### src/rtl/bcq_pkg.sv
`timescale 1ns / 1ps
`default_nettype none

package bcq_pkg;

    // Field widths
    localparam int TIME_W   = 32;
    localparam int CFG_W    = 16;
    localparam int SERIES_W = 8;
    localparam int EVENT_W  = 2;
    localparam int CFG_IDX_W = 3;

    // Event codes
    localparam logic [EVENT_W-1:0] EV_NONE  = 2'd0;
    localparam logic [EVENT_W-1:0] EV_CLICK = 2'd1;
    localparam logic [EVENT_W-1:0] EV_LONG  = 2'd2;
    localparam logic [EVENT_W-1:0] EV_AUTO  = 2'd3;

    // Register indexes
    localparam logic [CFG_IDX_W-1:0] REG_BOUNCE      = 3'd0;
    localparam logic [CFG_IDX_W-1:0] REG_LONG_CLICK  = 3'd1;
    localparam logic [CFG_IDX_W-1:0] REG_AUTO_START  = 3'd2;
    localparam logic [CFG_IDX_W-1:0] REG_AUTO_PERIOD = 3'd3;
    localparam logic [CFG_IDX_W-1:0] REG_SEQ_GAP     = 3'd4;

    // Register reset values
    localparam logic [CFG_W-1:0] BOUNCE_RST      = 16'd50;
    localparam logic [CFG_W-1:0] LONG_CLICK_RST  = 16'd2000;
    localparam logic [CFG_W-1:0] AUTO_START_RST  = 16'd0;
    localparam logic [CFG_W-1:0] AUTO_PERIOD_RST = 16'd500;
    localparam logic [CFG_W-1:0] SEQ_GAP_RST     = 16'd0;

    // Hold time is refreshed only while below this limit
    localparam logic [TIME_W-1:0] HOLD_REFRESH_LIMIT = 32'd20000;

    typedef struct packed {
        logic [CFG_W-1:0] bounce_ms;
        logic [CFG_W-1:0] long_click_ms;
        logic [CFG_W-1:0] auto_start_ms;
        logic [CFG_W-1:0] auto_period_ms;
        logic [CFG_W-1:0] sequence_gap_ms;
    } cfg_t;

    typedef struct packed {
        logic [EVENT_W-1:0]  event_res;
        logic [SERIES_W-1:0] series_count;
        logic [TIME_W-1:0]   hold_time_ms;
    } res_t;

endpackage

`default_nettype wire

### src/rtl/bcq_cfg.sv
`timescale 1ns / 1ps
`default_nettype none

module bcq_cfg
    import bcq_pkg::*;
(
    input  wire logic                 clk,
    input  wire logic                 rst_n,
    input  wire logic                 cfg_wr_en,
    input  wire logic [CFG_IDX_W-1:0] cfg_index,
    input  wire logic [CFG_W-1:0]     cfg_data,
    output cfg_t                      cfg
);

    cfg_t cfg_reg;
    cfg_t cfg_next;

    // Decode the write into the addressed register; drop unknown indexes
    always_comb
    begin
        cfg_next = cfg_reg;
        if (cfg_wr_en)
        begin
            unique case (cfg_index)
                REG_BOUNCE:      cfg_next.bounce_ms       = cfg_data;
                REG_LONG_CLICK:  cfg_next.long_click_ms   = cfg_data;
                REG_AUTO_START:  cfg_next.auto_start_ms   = cfg_data;
                REG_AUTO_PERIOD: cfg_next.auto_period_ms  = cfg_data;
                REG_SEQ_GAP:     cfg_next.sequence_gap_ms = cfg_data;
                default:         cfg_next = cfg_reg;
            endcase
        end
    end

    always_ff @(posedge clk or negedge rst_n)
    begin
        if (!rst_n)
        begin
            cfg_reg.bounce_ms       <= BOUNCE_RST;
            cfg_reg.long_click_ms   <= LONG_CLICK_RST;
            cfg_reg.auto_start_ms   <= AUTO_START_RST;
            cfg_reg.auto_period_ms  <= AUTO_PERIOD_RST;
            cfg_reg.sequence_gap_ms <= SEQ_GAP_RST;
        end
        else
        begin
            cfg_reg <= cfg_next;
        end
    end

    assign cfg = cfg_reg;

endmodule

`default_nettype wire

### src/rtl/bcq_core.sv
`timescale 1ns / 1ps
`default_nettype none

module bcq_core
    import bcq_pkg::*;
(
    input  wire logic              clk,
    input  wire logic              rst_n,
    input  wire logic              en,
    input  wire logic [TIME_W-1:0] now_ms,
    input  wire logic              pin_level,
    input  wire cfg_t              cfg,
    output res_t                   res
);

    logic                pressed_reg, pressed_next;
    logic                long_flag_reg, long_flag_next;
    logic                auto_flag_reg, auto_flag_next;
    logic [TIME_W-1:0]   release_time_reg, release_time_next;
    logic [TIME_W-1:0]   press_time_reg, press_time_next;
    logic [TIME_W-1:0]   last_auto_reg, last_auto_next;
    logic [SERIES_W-1:0] series_reg, series_next;
    logic [TIME_W-1:0]   hold_reg, hold_next;

    logic                low;
    logic [TIME_W-1:0]   d_release;
    logic [TIME_W-1:0]   d_press_old;
    logic [TIME_W-1:0]   d_press;
    logic [TIME_W-1:0]   d_auto;
    logic                long_en;
    logic                auto_en;
    logic                press_hit;
    logic                in_series;
    logic [SERIES_W-1:0] series_new;
    logic                press_click;
    logic                long_f;
    logic                long_hit;
    logic                auto_hit;
    logic                release_hit;
    logic                release_click;
    logic [TIME_W-1:0]   hold_after;
    logic [EVENT_W-1:0]  ev;

    // Elapsed times, all modulo 2^32
    assign low         = !pin_level;
    assign d_release   = now_ms - release_time_reg;
    assign d_press_old = now_ms - press_time_reg;
    assign d_auto      = now_ms - last_auto_reg;
    assign long_en     = (cfg.long_click_ms != '0);
    assign auto_en     = (cfg.auto_start_ms != '0);

    // Press check; a new press restarts the press time, so elapsed is zero
    assign press_hit  = low && !pressed_reg && (d_release > {16'd0, cfg.bounce_ms});
    assign in_series  = (cfg.sequence_gap_ms != '0) && (d_release[15:0] < cfg.sequence_gap_ms);
    assign series_new = in_series ? series_reg + 8'd1 : '0;
    assign press_click = press_hit && !long_en && !auto_en && (series_new == '0);
    assign d_press    = press_hit ? '0 : d_press_old;
    assign long_f     = press_hit ? 1'b0 : long_flag_reg;

    // Long click, then auto-repeat
    assign long_hit = !press_click && low && !long_f && long_en
                      && (d_press > {16'd0, cfg.long_click_ms});
    assign auto_hit = !press_click && !long_hit && low && auto_en
                      && (d_press > {16'd0, cfg.auto_start_ms})
                      && (d_auto > {16'd0, cfg.auto_period_ms});

    // Release check; exclusive with the pressed-level checks above
    assign release_hit   = !low && pressed_reg && (d_press_old > {16'd0, cfg.bounce_ms});
    assign release_click = release_hit && (long_en || auto_en)
                           && !long_flag_reg && !auto_flag_reg;

    assign hold_after = release_hit ? d_press_old : hold_reg;

    // Select the event and the state updates
    always_comb
    begin
        pressed_next      = pressed_reg;
        long_flag_next    = long_flag_reg;
        auto_flag_next    = auto_flag_reg;
        release_time_next = release_time_reg;
        press_time_next   = press_time_reg;
        last_auto_next    = last_auto_reg;
        series_next       = series_reg;
        hold_next         = hold_reg;
        ev                = EV_NONE;

        if (press_hit)
        begin
            pressed_next    = 1'b1;
            long_flag_next  = 1'b0;
            auto_flag_next  = 1'b0;
            series_next     = series_new;
            press_time_next = now_ms;
        end

        if (press_click)
        begin
            ev = EV_CLICK;
        end
        else if (long_hit)
        begin
            long_flag_next = 1'b1;
            ev             = EV_LONG;
        end
        else if (auto_hit)
        begin
            auto_flag_next = 1'b1;
            last_auto_next = now_ms;
            ev             = EV_AUTO;
        end
        else
        begin
            if (release_hit)
            begin
                pressed_next      = 1'b0;
                release_time_next = now_ms;
                hold_next         = d_press_old;
            end
            if (release_click)
            begin
                ev = EV_CLICK;
            end
            else if (hold_after < HOLD_REFRESH_LIMIT)
            begin
                hold_next = d_press;
            end
        end
    end

    // Advance the state once per item
    always_ff @(posedge clk or negedge rst_n)
    begin
        if (!rst_n)
        begin
            pressed_reg      <= 1'b0;
            long_flag_reg    <= 1'b0;
            auto_flag_reg    <= 1'b0;
            release_time_reg <= '0;
            press_time_reg   <= '0;
            last_auto_reg    <= '0;
            series_reg       <= '0;
            hold_reg         <= '0;
        end
        else if (en)
        begin
            pressed_reg      <= pressed_next;
            long_flag_reg    <= long_flag_next;
            auto_flag_reg    <= auto_flag_next;
            release_time_reg <= release_time_next;
            press_time_reg   <= press_time_next;
            last_auto_reg    <= last_auto_next;
            series_reg       <= series_next;
            hold_reg         <= hold_next;
        end
    end

    assign res.event_res    = ev;
    assign res.series_count = series_next;
    assign res.hold_time_ms = hold_next;

endmodule

`default_nettype wire

### src/rtl/button_click_qualifier.sv
`timescale 1ns / 1ps
`default_nettype none

// Push-button click qualifier. Each item carries one sample of an active-low
// button pin and a free-running millisecond time; each item yields exactly one
// result: an event (none, click, long click, auto-repeat click), the current
// count of quick successive presses and the hold time. The block takes one
// item per clock cycle while the output is not stalled. An accepted item
// waits in the input register; the qualifier logic then updates the button
// state and loads the result register. The result register lets the next
// item enter while a finished result still waits. Write the five timing
// registers over the cfg port only while no item is in flight.
module button_click_qualifier
    import bcq_pkg::*;
(
    input  wire logic                 clk,
    input  wire logic                 rst_n,
    // input items
    input  wire logic                 in_valid,
    output      logic                 in_stall,
    input  wire logic [TIME_W-1:0]    now_ms,
    input  wire logic                 pin_level,
    // result items
    output      logic                 out_valid,
    input  wire logic                 out_stall,
    output      logic [EVENT_W-1:0]   event_res,
    output      logic [SERIES_W-1:0]  series_count,
    output      logic [TIME_W-1:0]    hold_time_ms,
    // configuration
    input  wire logic                 cfg_wr_en,
    input  wire logic [CFG_IDX_W-1:0] cfg_index,
    input  wire logic [CFG_W-1:0]     cfg_data
);

    cfg_t              cfg;
    res_t              res;
    res_t              res_reg;
    logic              s1_valid_reg, s1_valid_next;
    logic [TIME_W-1:0] s1_now_reg;
    logic              s1_pin_reg;
    logic              out_valid_reg, out_valid_next;
    logic              out_ready;
    logic              advance;
    logic              in_take;

    bcq_cfg u_cfg (
        .clk       (clk),
        .rst_n     (rst_n),
        .cfg_wr_en (cfg_wr_en),
        .cfg_index (cfg_index),
        .cfg_data  (cfg_data),
        .cfg       (cfg)
    );

    bcq_core u_core (
        .clk       (clk),
        .rst_n     (rst_n),
        .en        (advance),
        .now_ms    (s1_now_reg),
        .pin_level (s1_pin_reg),
        .cfg       (cfg),
        .res       (res)
    );

    // Handshake: the result register frees when empty or taken this cycle
    assign out_ready = !out_valid_reg || !out_stall;
    assign advance   = s1_valid_reg && out_ready;
    assign in_stall  = s1_valid_reg && !out_ready;
    assign in_take   = in_valid && !in_stall;

    always_comb
    begin
        s1_valid_next = s1_valid_reg;
        if (in_take)
        begin
            s1_valid_next = 1'b1;
        end
        else if (advance)
        begin
            s1_valid_next = 1'b0;
        end
    end

    always_comb
    begin
        out_valid_next = out_valid_reg;
        if (advance)
        begin
            out_valid_next = 1'b1;
        end
        else if (!out_stall)
        begin
            out_valid_next = 1'b0;
        end
    end

    // Valid bits
    always_ff @(posedge clk or negedge rst_n)
    begin
        if (!rst_n)
        begin
            s1_valid_reg  <= 1'b0;
            out_valid_reg <= 1'b0;
        end
        else
        begin
            s1_valid_reg  <= s1_valid_next;
            out_valid_reg <= out_valid_next;
        end
    end

    // Capture the incoming item
    always_ff @(posedge clk)
    begin
        if (in_take)
        begin
            s1_now_reg <= now_ms;
            s1_pin_reg <= pin_level;
        end
    end

    // Load the result
    always_ff @(posedge clk)
    begin
        if (advance)
        begin
            res_reg <= res;
        end
    end

    assign out_valid    = out_valid_reg;
    assign event_res    = res_reg.event_res;
    assign series_count = res_reg.series_count;
    assign hold_time_ms = res_reg.hold_time_ms;

endmodule

`default_nettype wire

### config.mk
export PLATFORM = sky130hd
export DESIGN_NAME = button_click_qualifier
export DESIGN_NICKNAME = d
export VERILOG_FILES = /design/src/rtl/bcq_pkg.sv /design/src/rtl/bcq_cfg.sv /design/src/rtl/bcq_core.sv /design/src/rtl/button_click_qualifier.sv
export SDC_FILE = /design/constraint.sdc
export NUM_CORES = 1
export LEC_CHECK = 0
export ABC_AREA = 1
export BUFFER_PORTS_ARGS = -buffer_cell sky130_fd_sc_hd__buf_2
export CAP_MARGIN = 20
export CORE_MARGIN = 2
export CORE_UTILIZATION = 40
export DETAILED_ROUTE_END_ITERATION = 8
export GPL_TIMING_DRIVEN = 0
export HOLD_SLACK_MARGIN = 0.06
export PLACE_DENSITY = 0.53
export SLEW_MARGIN = 40
export SYNTH_ARGS = -nofsm -noshare
export SYNTH_HDL_FRONTEND = slang
export SYNTH_HIERARCHICAL = 1
export SYNTH_SLANG_ARGS = --single-unit
### constraint.sdc
create_clock -name clk -period 13.6 [get_ports clk]
set_input_delay 0.68 -clock clk [delete_from_list [all_inputs] [get_ports clk]]
set_output_delay 0.68 -clock clk [all_outputs]
set_load 0.02 [all_outputs]
# [After elaboration in Yosys (flattened, before gate mapping)]
# Cells that the tools add are included.
[totals] reg_bits=296 out_inout_bits=44 elab_cells=119
[op_classes] add_sub_neg=4 magnitude_cmp=7 eq_ne=5 n_mux=28 bitwise=3 n_reduce_logical=52
[op_table] operator="two-way mux 32 bit" count=7
[op_table] operator="> comparator 32 x 16 -> 1 bit" count=5
[op_table] operator="subtractor 32 bit" count=3
[op_table] operator="nonzero test 16 bit" count=3
[op_table] operator="< comparator 32 x 15 -> 1 bit (second input constant)" count=1
[op_table] operator="logical AND 1 bit" count=23
[op_table] operator="two-way mux 1 bit" count=17
[op_table] operator="< comparator 16 bit" count=1
[op_table] operator="two-way mux 8 bit" count=2
[op_table] operator="logical NOT 1 bit" count=13
[op_table] operator="AND reduction 2 bit" count=6
[op_table] operator="adder 8 x 1 -> 8 bit (second input constant)" count=1
[op_table] operator="logical NOT 8 bit" count=1
[op_table] operator="equality test 3 x 2 -> 1 bit (second input constant)" count=2
[op_table] operator="AND reduction 5 bit" count=1
[op_table] operator="two-way mux 2 bit" count=2
[op_table] operator="AND reduction 4 bit" count=1
[op_table] operator="equality test 3 x 1 -> 1 bit (second input constant)" count=1
[op_table] operator="equality test 3 bit (second input constant)" count=1
[op_table] operator="logical NOT 3 bit" count=1
[op_table] operator="inverter 1 bit" count=3
[op_table] operator="logical OR 1 bit" count=2
[op_table] operator="inequality test 2 x 1 -> 1 bit (second input constant)" count=1
[op_table] operator="nonzero test 2 bit" count=1

# [Longest topological paths before layout]
# Gate-level depths: netlist of run 1.
[depth] word_depth=20 mapped_depth=46

# [By module]
# The synthesis of run 1 kept the hierarchy.
[modules_own_cells] module="bcq_core" instances=1 cells_per_inst=2647 area_per_inst_um2=16296.9
[modules_own_cells] module="bcq_cfg" instances=1 cells_per_inst=356 area_per_inst_um2=3263.1
[modules_own_cells] module="button_click_qualifier" instances=1 cells_per_inst=87 area_per_inst_um2=2347.3

# [Worst setup path before layout of run 1]
# Ideal clock, no wire load.
[synth_timing] path_kind="reg-to-reg" startpoint="register s1_now_reg[1]" endpoint="register res_reg, in the netlist hold_time_ms[10], data pin" arrival_ns=4.834 required_time_ns=13.336 setup_slack_ns=8.502 stages_incl_launch_ff=37 path_cell_list="edfxtp_1 inv_1 fa_1 inv_1 nand2_1 nand2_1 and2_1 nand2_1 nand3_1 xor2_1 ha_1 nand2_1 nor2_1 nand2_1 nor2_1 nand4_1 nand2_1 nand3_1 nor2_1 nand2_1 nor2_1 nand2_1 nand2_2 buf_6 buf_2 clkbuf_1 nand2_1 inv_1 ha_1 nand4_1 o221a_2 nand3_2 nand3_4 nand2_2 nor2_8 clkbuf_1 o21ai_0"
[synth_lines] element="start: declaration" line_no="button_click_qualifier.sv:39" rtl="logic [TIME_W-1:0] s1_now_reg;"
[synth_lines] element="start signal: assignment" line_no="button_click_qualifier.sv:117" rtl="s1_now_reg <= now_ms;"
[synth_lines] element="end signal: assignment" line_no="button_click_qualifier.sv:127" rtl="res_reg <= res;"
[synth_lines] element="end: declaration" line_no="button_click_qualifier.sv:37" rtl="res_t res_reg;"

==> results by group, run 1 <==
Outcome
  – Status: complete, no violations

Power and ir drop
  – Sequential share of power: 0.237
  – Internal Power: a little under 0.003 W
  – Worst VDD drop: 0.106 mV
  – Leakage: 12.9 nW
  – Clock Power Share: 0.185
  – Pwr Density: ~230 nW/um^2
  – Comb pwr share: 0.578
  – Sw power: 0.00273 W
  – Sw Ratio: 0.482

Yosys
  – Asr flop ratio synth: 0.747
  – Synth Flop Type: dfrtp_1
  – Compound-Gate Fraction of Synth Area: 0.0990
  – Syn_area_per_cell: 7.09 sq um
  – Synth Register Bits: roughly 300
  – Yosys top cell by area: dfrtp_1
  – Top cell type's share of synthesized area: 0.235
  – YS warnings: 6
  – Synth top area cells: dfrtp_1, nand2_1, ha_1
  – Synth Area in Adders: 0.110
  – Seq/Total Area, Yosys: 0.356
  – Count leader, synth: nand2_1
  – Synth Area in Simple Gates: 0.301
  – Mux cell area share after synthesis: 0
  – Gate Count Post-Synth: 3,090
  – Synth top cells by count: nand2_1, inv_1, dfrtp_1, nand3_1, ha_1
  – Largest family of logic cells by synthesized area: simple AND/OR/NAND/NOR gates
  – Yosys cell types: 60
  – Net Count, Synth: approximately 3,300
  – Mapped cell area: ~22,000 sq um
  – Xor-xnor portion of the synthesized cell area: 0.0251
  – Post-synth EDFFs: 75

Global route
  – First-pass GRT wire length: 110 mm
  – Global Route Usage Sum: 0.251
  – Number of global-route vias before repair: 20,016
  – Maximum number of pins on one net before global-route repair: 62
  – Antenna violations before repair: 0
  – Global route overflow: 0

Timing
  – Pins Over Slew Limit: 0
  – Slew @ Worst Pin: 0.769 ns
  – Fin crit period: between 7 and 8 ns
  – Maximum clock frequency: between 100 and 150 MHz
  – Worst Setup Slack, final: ~6.3 ns
  – Tcrit/Tclk final: 0.539
  – Final setup TNS: 0 ns
  – Final Setup Violations: 0
  – RSZ-0062 raised after global routing: no
  – Final Hold Fails: 0
  – Slew margin rel.: 0.485
  – Layout Skew: 0.0200 ns

Final layout
  – # diodes: 0
  – FF/Latch Area: 7800 sq um
  – Non-filler cells, final: roughly 4,000
  – Max reg flops: 80
  – Footprint of the multi-input gates: 11,700 sq um
  – Fraction of layout cells with a size suffix above 1: 0.0925
  – Post-route cell area: 24,700 sq um
  – Filler cells: 5,664
  – Fin nets: 3,482
  – Area Overhead vs Synth: 12.9%

CTS
  – # resized after CTS: 0
  – Clk Tree Root Cell: clkbuf_16
  – Clk sinks: 296
  – Reg clk slew, reported paths: 0.06 ns
  – CTS tree: built
  – H-tree depth: 2
  – Clock Path Buffers: 3
  – Clk_lat worst skew: 0.57 ns
  – TritonCTS buffer count: 37

Routing
  – Total number of vias: 20,308
  – # DRC: 0
  – Drt pass-1 iters: 6
  – Antenna viol nets, final: 0
  – Initial DRC Count: 1,443
  – Final wirelength: 70.3 mm
  – Post-DR wirelength/cell: ~18 um
  – Drt via density: 5.13

Worst setup path
  – Worst Path Max Fanout: 10
  – Critical path startpoint category: flop
  – Kind of critical path: flop to flop
  – WP data arrival: 7.60 ns
  – Max incr delay on CP: between 0.6 and 0.7 ns
  – CP endpoint kind: flop
  – Req. time, crit path: 13.87 ns
  – Cell mode on critical path: nand2_1
  – Slowest CP cell: edfxtp_1

Die
  – Die width: 238 um
  – Core area: 54,000 sq um
  – Chip height: 238 um
  – FP Rows: 85
  – Starting Density: 0.405
  – DIE AREA: 56,700 sq um
  – IO Count: a little over 100

Place
  – Area after DPL: 23,400 sq um
  – GPL Wtd Cong: between 0.9 and 1
  – HPWL Detailed: 57.0 mm
  – Pre-CTS setup slack: between 6 and 7 ns
  – PortBufs: 100
  – Dpl cells: 3,891

Hold path
  – Worst hold path type: input port to flop

Run
  – Max-cap violations: 0
## cell type report
type                    count  area share
plain buffers              76      0.0171
well taps                 696      0.0352
clock buffers              50      0.0427
repair buffers            106      0.0256
inverters                 523      0.0795
multi-input cells        2195       0.475
flip-flops and latches    296       0.315
clock inverters            18     0.00992
## cells in the final DEF (no fill, tap or decap), types with 10 or more instances in the layout
cell type	count
nand2_1	992
inv_1	501
dfrtp_1	206
nand3_1	194
ha_1	187
nor2_1	176
o21ai_0	143
a21oi_1	135
buf_2	126
nand4_1	78
edfxtp_1	75
o21ai_1	72
xor2_1	48
clkbuf_16	37
clkbuf_1	32
nor3_1	26
inv_2	19
dfstp_2	15
xnor2_1	13
nor4_1	13
nand2_2	12
buf_6	10
nand3b_1	10
## stage by stage
stage / hold slack [ns] / total power [W] / utilization
after floorplan: 0.384 / 0.00363 / -
after global placement: 0.453 / 0.00452 / 0.431
after detailed placement: 0.458 / 0.00461 / 0.433
after CTS: 0.250 / 0.00569 / 0.458
after global routing: 0.258 / 0.00621 / 0.458
final: 0.288 / 0.00566 / 0.458
## routing by layer
layer	share of wire	global-route usage	vias to the layer above
met1	0.44	0.320	9511
met3	0.041	0.0297	117
met2	0.48	0.439	469
met5	0	0	-
met4	0.034	0.0867	0
li1	-	-	10211
## logic make-up after synthesis
family	Yosys count
simple gates	1540
buf+inv	599
compound gates	403
flops	296
fa+ha+maj	190
xor+xnor	62
## what timing repair did
action / in CTS / in global routing
endpoints found under the setup margin: 0 / 0
endpoints found under the hold margin: 37 / 0
buffers inserted: 0 / 0
hold buffers: 1 / 0
## power groups by stage
stage	clock network (W)	logic [W]	registers (W)
floorplan	0	0.00228	0.00135
global placement	0	0.00317	0.00135
detailed placement	0	0.00325	0.00135
CTS	0.00108	0.00327	0.00134
global route	0.00112	0.00372	0.00137
finish	0.00105	0.00327	0.00134
## worst paths after layout
check / slack (ns) / startpoint / depth (start not counted) / endpoint
worst max-delay path: 6.27 / s1_now_reg[1]$_DFFE_PP_ / 35 / hold_time_ms[9]$_DFFE_PP_
worst min-delay path: 0.29 / now_ms[4] / 1 / s1_now_reg[4]$_DFFE_PP_
worst max register to register: 6.27 / s1_now_reg[1]$_DFFE_PP_ / 35 / hold_time_ms[9]$_DFFE_PP_
worst min register to register: 0.47 / u_cfg/cfg[68]$_DFFE_PN1P_ / 2 / u_cfg/cfg[68]$_DFFE_PN1P_
max in group asynchronous: 12.25 / rst_n / 3 / u_core/hold_reg[22]$_DFFE_PN0P_
min in group asynchronous: 0.64 / rst_n / 2 / u_cfg/cfg[26]$_DFFE_PN0P_
## worst max-delay path: cells and delay by family, from the launching register on
family | cells | cell delay, ns
adder cells (fa/ha/maj) | 3 | 0.96
XOR/XNOR | 1 | 0.40
buffers and inverters | 7 | 1.84
AO/OA/AOI/OAI | 3 | 0.46
flip-flops | 1 | 0.66
AND/OR/NAND/NOR | 21 | 2.66
No activity file was read; power rests on OpenSTA's default activity.
==> run 2: changes to the inputs <==
- clock period: 13.6 -> 7.7 ns (I/O delays scaled with it)
==> run 2 against run 1 <==
Net effect: utilization increased by 0.63 points; largest cell class unchanged; worst hold slack got worse by 0.19 ns; largest power group unchanged; count of clock-buffer cells in the layout unchanged; register-to-register slack got worse by 5.7 ns; clock skew about the same.
==> results by group, run 2 (synthesized netlist as in run 1, its figures left out) <==
Outcome
  – Status: complete, no violations

Place
  – PortBufs: 100 (unchanged)
  – GPL Wtd Cong: 0.953 (unchanged)
  – HPWL Detailed: 57.0 mm (unchanged)

CTS
  – Clk_lat worst skew: 0.57 ns (about the same)
  – Reg clk slew, reported paths: 0.06 ns (about the same)
  – TritonCTS buffer count: 37 (unchanged)
  – H-tree depth: 2 (unchanged)
  – Clk Tree Root Cell: clkbuf_16
  – CTS tree: built
  – Clk sinks: 296 (unchanged)
  – Post-CTS Setup Bufs: 0 (unchanged)
  – Clock Path Buffers: 3 (unchanged)

Timing
  – Fin crit period: 7.15 ns (-0.174 ns)
  – Layout Skew: 0.0196 ns (-0.000415 ns)
  – Pins Over Slew Limit: 0 (unchanged)
  – RSZ-0062 raised after global routing: no
  – Tcrit/Tclk final: 0.929 (+0.390)
  – Slew margin rel.: 0.483 (-0.00274)
  – Maximum clock frequency: 140 MHz (+2.4%)
  – Final Setup Violations: 0 (unchanged)
  – Final Hold Fails: 0 (unchanged)
  – Slew @ Worst Pin: 0.773 ns (+0.00410 ns)
  – Final setup TNS: 0 ns (unchanged)
  – Hold Slack: 0.102 ns (-0.186 ns)

Die
  – IO Count: 101 (unchanged)
  – FP Rows: 85 (unchanged)
  – Starting Density: 0.405 (unchanged)
  – DIE AREA: 56,700 sq um (unchanged)
  – Core area: 54,000 sq um (unchanged)
  – Die width: 238 um (unchanged)
  – Chip height: 238 um (unchanged)

Final layout
  – Commonest non-fill, non-tap cell in the layout: nand2_1
  – Area Overhead vs Synth: 14.4%
  – Most frequent cells in the layout: nand2_1, inv_1, dfrtp_1
  – Core Util, Final: 0.464 (+0.00625)
  – Fraction of layout cells with a size suffix above 1: 0.0919 (-0.000623)
  – Fin nets: 3,515 (+0.95%)
  – # diodes: 0 (unchanged)
  – Max reg flops: 80 (unchanged)

Power and ir drop
  – Pwr Density: 399 nW/um^2 (+74%)
  – Worst VDD drop: 0.189 mV (+78%)
  – Leakage: 13.1 nW (+1.1%)

Worst setup path
  – Worst Path Buf+Inv: 7 (unchanged)
  – Worst-case reg-to-reg path depth: 35 (unchanged)
  – Req. time, crit path: 7.97 ns (-5.90 ns)
  – CP top delay family: simple AND/OR/NAND/NOR gates
  – Worst Path Max Fanout: 10 (unchanged)
  – Critical path startpoint category: flop
  – CP endpoint kind: flop
  – WP data arrival: 7.42 ns (-0.18 ns)
  – Slowest CP cell: edfxtp_1
  – WP depth: 35 (unchanged)
  – Max incr delay on CP: 0.66 ns (about the same)
  – Cell mode on critical path: nand2_1
  – Kind of critical path: flop to flop

Routing
  – Initial DRC Count: 1,427 (-1.1%)
  – Final wirelength: 70.5 mm (+0.27%)
  – Total number of vias: 20,418 (+0.54%)
  – Antenna viol nets, final: 0 (unchanged)
  – Post-DR wirelength/cell: 17.7 um (-0.56%)
  – Drt via density: 5.11 (-0.29%)
  – Drt pass-1 iters: 8 (+2)
  – # DRC: 0 (unchanged)

Global route
  – Antenna violations before repair: 0 (unchanged)
  – GRT met3 Usage: 0.0295 (-0.000231)
  – First-pass GRT wire length: 111 mm (+0.33%)
  – Maximum number of pins on one net before global-route repair: 62 (unchanged)
  – Number of global-route vias before repair: 20,142 (+0.63%)
  – Global route overflow: 0 (unchanged)
  – Busiest grt layer: met2
  – Global Route Usage Sum: 0.252 (+0.000751)
  – GR Util met1: 0.320 (+0.000368)
  – GR met2 Demand/Resource: 0.442 (+0.00239)

Hold path
  – Worst hold path type: input port to flop
  – Min-Delay Path Depth: 3 (+2)

Run
  – Max-cap violations: 0 (unchanged)
[run 2: cell count changes in the layout (fill, tap and decap cells not counted)]
cell           before  now
clkbuf_2            2    3
clkbuf_1           32   30
dlygate4sd3_1       1   35
[run 2: routing by layer]
metal	up-vias	wire, um
met4	0	2280
li1	10280	-
met3	117	2570
met2	428	34100
met5	-	0
met1	9593	31600
[run 2: through the flow]
stage / setup WS (ns) / cell area, sq um / cells / total power [W]
2_1_floorplan: 2.60 / 21900 / 3090 / 0.00641
3_3_place_gp: 0.349 / 23300 / 3886 / 0.00798
3_5_place_dp: 0.294 / 23400 / 3891 / 0.00813
4_1_cts: 0.257 / 25100 / 3994 / 0.0101
5_1_grt: 0.00199 / 25100 / 3993 / 0.0110
6_report: 0.547 / 25100 / 3993 / 0.0100
[run 2: area by class of cell]
class                   count  area, sq um
plain buffers              75          420
multi-input cells        2195        11700
well taps                 696          871
repair buffers            140          973
clock buffers              50         1050
inverters                 523         1970
clock inverters            18          245
fillers                  5637        29000
flip-flops and latches    296         7800
[run 2: what timing repair did]
| item | 4_1_cts | 5_1_grt |
|---|---|---|
| gates resized for setup | 0 | 2 |
| hold endpoints to repair | 73 | 0 |
| endpoints found under the setup margin | 0 | 83 |
| hold buffers | 35 | 0 |
[run 2: path summary, 6_finish.rpt]
check | start | end | slack, ns
setup / recovery | s1_now_reg[1]$_DFFE_PP_ | hold_time_ms[9]$_DFFE_PP_ | 0.55
hold / removal | out_stall | out_valid$_DFFE_PN0P_ | 0.10
setup reg to reg | s1_now_reg[1]$_DFFE_PP_ | hold_time_ms[9]$_DFFE_PP_ | 0.55
hold reg to reg | u_cfg/cfg[68]$_DFFE_PN1P_ | u_cfg/cfg[68]$_DFFE_PN1P_ | 0.47
max in group asynchronous | rst_n | u_core/hold_reg[22]$_DFFE_PN0P_ | 6.64
min in group asynchronous | rst_n | u_cfg/cfg[26]$_DFFE_PN0P_ | 0.35
[run 2: tightest hold or removal path: stages]
cell     delay (ns)
buf_2          0.13
nand2_1        0.06
nand2_1        0.04
[run 2: where the power goes]
part / switching, W / total [W] / internal, W
clock: 0.000718 / 0.00185 / 0.00113
combinational: 0.00383 / 0.00578 / 0.00194
sequential: 0.000259 / 0.00237 / 0.00211
==> run 3: changes to the inputs <==
- CORE_UTILIZATION: 40 -> 50
- PLACE_DENSITY: 0.53 -> 0.64
- SYNTH_HIERARCHICAL: 1 -> unset
==> run 3 against run 2 <==
Net effect: register-to-register slack got worse by 0.11 ns; final cell count shrank 6.0%; first-iteration DRC count decreased by 9.4%; largest cell class unchanged; worst setup slack got worse by 0.11 ns; final area decreased by 3.1%; synthesized area down 2.7%; clock skew increased by 0.00061 ns; fmax down 1.6%; largest power group unchanged; count of clock-buffer cells in the layout is 3 lower.
==> results by group, run 3 <==
Outcome
  – Status: complete, no violations

Run
  – Max-cap violations: 0 (unchanged)

Global route
  – Number of global-route vias before repair: 19,630 (-2.5%)
  – Global route overflow: 0 (unchanged)
  – Global Route Usage Sum: 0.299 (+0.0474)
  – Maximum number of pins on one net before global-route repair: 74 (+19%)
  – First-pass GRT wire length: 103 mm (-6.7%)
  – Antenna violations before repair: 0 (unchanged)

Final layout
  – Fin nets: 3,438 (-2.2%)
  – Post-route cell area: 24,300 sq um (-3.1%)
  – Fraction of layout cells with a size suffix above 1: 0.0790 (-0.0129)
  – Commonest non-fill, non-tap cell in the layout: nand2_1
  – Most frequent cells in the layout: nand2_1, inv_1, o21ai_0
  – Core Util, Final: 0.578 (+0.114)
  – Filler cells: 4,062 (-28%)
  – Area Overhead vs Synth: 14.0%
  – # diodes: 0 (unchanged)
  – Max reg flops: 80 (unchanged)

Yosys
  – Seq/Total Area, Yosys: 0.366 (+0.0101)
  – Synth top cells by count: nand2_1, inv_1, o21ai_0, dfrtp_1, nor2_1
  – Count leader, synth: nand2_1
  – Synth top area cells: dfrtp_1, nand2_1, ha_1
  – Syn_area_per_cell: 7.10 sq um (+0.10%)
  – Gate Count Post-Synth: 3,002 (-2.8%)
  – Yosys top cell by area: dfrtp_1
  – Asr flop ratio synth: 0.747 (unchanged)
  – Post-synth EDFFs: 75 (unchanged)
  – Synth Register Bits: 296 (unchanged)
  – Synth Flop Type: dfrtp_1
  – Yosys cell types: 49 (-18%)
  – Top cell type's share of synthesized area: 0.242 (+0.00665)
  – Net Count, Synth: 3,249 (-2.6%)
  – YS warnings: 0 (-6)
  – Mapped cell area: 21,300 sq um (-2.7%)

Worst setup path
  – Worst Setup EP: hold_time_ms[30]$_DFFE_PP_
  – R2r setup slk: 0.43 ns (-0.11 ns)
  – Worst setup path start: s1_now_reg[8]$_DFFE_PP_
  – Max incr delay on CP: 0.55 ns (-0.11 ns)
  – CP top delay family: simple AND/OR/NAND/NOR gates
  – Cell mode on critical path: nand2_1
  – Worst Path Max Fanout: 10 (unchanged)
  – Worst Path Buf+Inv: 7 (unchanged)
  – FF-to-FF Start: s1_now_reg[8]$_DFFE_PP_
  – WP data arrival: 7.57 ns (+0.15 ns)
  – CP endpoint kind: flop
  – Critical path startpoint category: flop
  – WP depth: 39 (+11%)
  – Worst-case reg-to-reg path depth: 39 (+11%)
  – Worst reg2reg endpoint: hold_time_ms[30]$_DFFE_PP_
  – Slowest CP cell: edfxtp_1
  – Kind of critical path: flop to flop
  – Req. time, crit path: 8.00 ns (+0.03 ns)

Routing
  – Antenna viol nets, final: 0 (unchanged)
  – Drt via density: 5.33 (+4.3%)
  – Initial DRC Count: 1,293 (-9.4%)
  – Total number of vias: 20,027 (-1.9%)
  – Drt pass-1 iters: 6 (-2)
  – Post-DR wirelength/cell: 17.3 um (-2.0%)
  – # DRC: 0 (unchanged)
  – Final wirelength: 64.9 mm (-7.9%)

Timing
  – Slew @ Worst Pin: 0.709 ns (-0.0642 ns)
  – Final Setup Violations: 0 (unchanged)
  – Final setup TNS: 0 ns (unchanged)
  – Layout Skew: 0.0202 ns (+0.000606 ns)
  – Slew margin rel.: 0.521 (+0.0380)
  – Hold Slack: 0.110 ns (+0.00780 ns)
  – Fin crit period: 7.27 ns (+0.115 ns)
  – RSZ-0062 raised after global routing: no
  – Tcrit/Tclk final: 0.944 (+0.0149)
  – Pins Over Slew Limit: 0 (unchanged)
  – Final Hold Fails: 0 (unchanged)
  – Maximum clock frequency: 138 MHz (-1.6%)

CTS
  – TritonCTS buffer count: 36 (-2.7%)
  – H-tree depth: 2 (unchanged)
  – Clk_lat worst skew: 0.56 ns (about the same)
  – Reg clk slew, reported paths: 0.06 ns (about the same)
  – CTS tree: built
  – Clk Tree Root Cell: clkbuf_16
  – Clock Path Buffers: 3 (unchanged)
  – Clk sinks: 296 (unchanged)

Die
  – IO Count: 101 (unchanged)
  – Chip height: 210 um (-12%)
  – Die width: 210 um (-12%)
  – FP Rows: 75 (-12%)
  – Starting Density: 0.507 (+0.101)
  – Core area: 42,000 sq um (-22%)
  – DIE AREA: 44,300 sq um (-22%)

Place
  – Area after DPL: 22,600 sq um (-3.4%)
  – GPL Wtd Cong: 0.939 (-1.5%)
  – HPWL Detailed: 51.9 mm (-9.0%)
  – PortBufs: 100 (unchanged)

Power and ir drop
  – Pwr Density: 438 nW/um^2 (+9.7%)
  – Worst VDD drop: 0.372 mV (+97%)
  – Leakage: 12.7 nW (-3.2%)
  – Total power: 0.0106 W (+6.3%)

Hold path
  – Worst hold path type: input port to flop
[run 3: changes by cell type after synthesis, moves of 7 or more]
cell | before | now
nor2_1 | 176 | 191
inv_1 | 502 | 555
clkbuf_1 | 28 | 42
nand2_1 | 992 | 883
o21ai_1 | 72 | 52
nand4_1 | 78 | 60
nand3_1 | 194 | 137
nor2_4 | 8 | 1
a21oi_1 | 136 | 125
buf_2 | 26 | 14
nor3_1 | 26 | 14
inv_2 | 19 | 4
o21ai_0 | 143 | 247
[run 3: routing by layer]
| metal | up-vias | GRT usage | wire length (um) |
|---|---|---|---|
| met4 | 0 | 0.127 | 2460 |
| met2 | 559 | 0.511 | 30900 |
| li1 | 9984 | - | - |
| met1 | 9361 | 0.384 | 28000 |
| met5 | - | 0 | 0 |
| met3 | 123 | 0.0355 | 3530 |
[run 3: cell type report]
| class | instances | area, sq um | area share |
|---|---|---|---|
| inverter | 559 | 2100 | 0.0865 |
| buffer | 69 | 340 | 0.0140 |
| clock buffer | 47 | 973 | 0.0401 |
| tap | 539 | 674 | 0.0278 |
| timing repair buffer | 151 | 1050 | 0.0434 |
| clock inverter | 16 | 188 | 0.00773 |
| sequential | 296 | 7800 | 0.321 |
| multi-input combinational | 2078 | 11100 | 0.459 |
[run 3: timing repair]
item                       in CTS  in global routing
resized for setup               4                 17
hold buffers                   35                  0
hold endpoints to repair      191                  0
setup buffers                   2                 10
setup endpoints to repair      25                 95
[run 3: power by group]
| group | total, W | switching [W] | internal [W] |
|---|---|---|---|
| clock network | 0.00172 | 0.000691 | 0.00103 |
| registers | 0.00243 | 0.000265 | 0.00217 |
| logic | 0.00648 | 0.00426 | 0.00222 |
[run 3: metrics by stage]
step / std cells / worst slack [ns]
after detailed placement: 3645 / -0.177
after CTS: 3745 / 0.0343
final: 3755 / 0.432
after floorplan: 3002 / 2.34
after global routing: 3755 / 0.00602
after global placement: 3641 / -0.119
[run 3: cell families (layout without fill, tap and decap cells)]
kind of cell	after synthesis	after routing	synth area share
adders and majority gates	190	190	0.113
DFF	296	296	0.366
and+or+nand+nor	1343	1343	0.261
xor gates and xnor gates	62	62	0.0255
AOI/OAI and AO/OA	483	483	0.121
buffers and inverters	628	842	0.114
[run 3: worst min path at each step]
stage / startpoint / to / depth (start not counted)
3_3_place_gp: s1_valid_reg$_DFFE_PN0P_ / out_valid$_DFFE_PN0P_ / 2
6_report: in_valid / s1_valid_reg$_DFFE_PN0P_ / 3
4_1_cts: in_valid / s1_valid_reg$_DFFE_PN0P_ / 3
2_1_floorplan: rst_n / out_valid$_DFFE_PN0P_ / 0
5_1_grt: in_valid / s1_valid_reg$_DFFE_PN0P_ / 3
3_5_place_dp: rst_n / u_cfg.cfg[28]$_DFFE_PN0P_ / 1
[run 3: worst register-to-register path: cells and delay by family (launching register included)]
family | cells | cell delay (ns)
flops | 1 | 0.55
simple gates | 25 | 3.13
buf+inv | 7 | 1.34
xor+xnor | 1 | 0.40
fa+ha+maj | 3 | 1.10
compound gates | 3 | 0.47
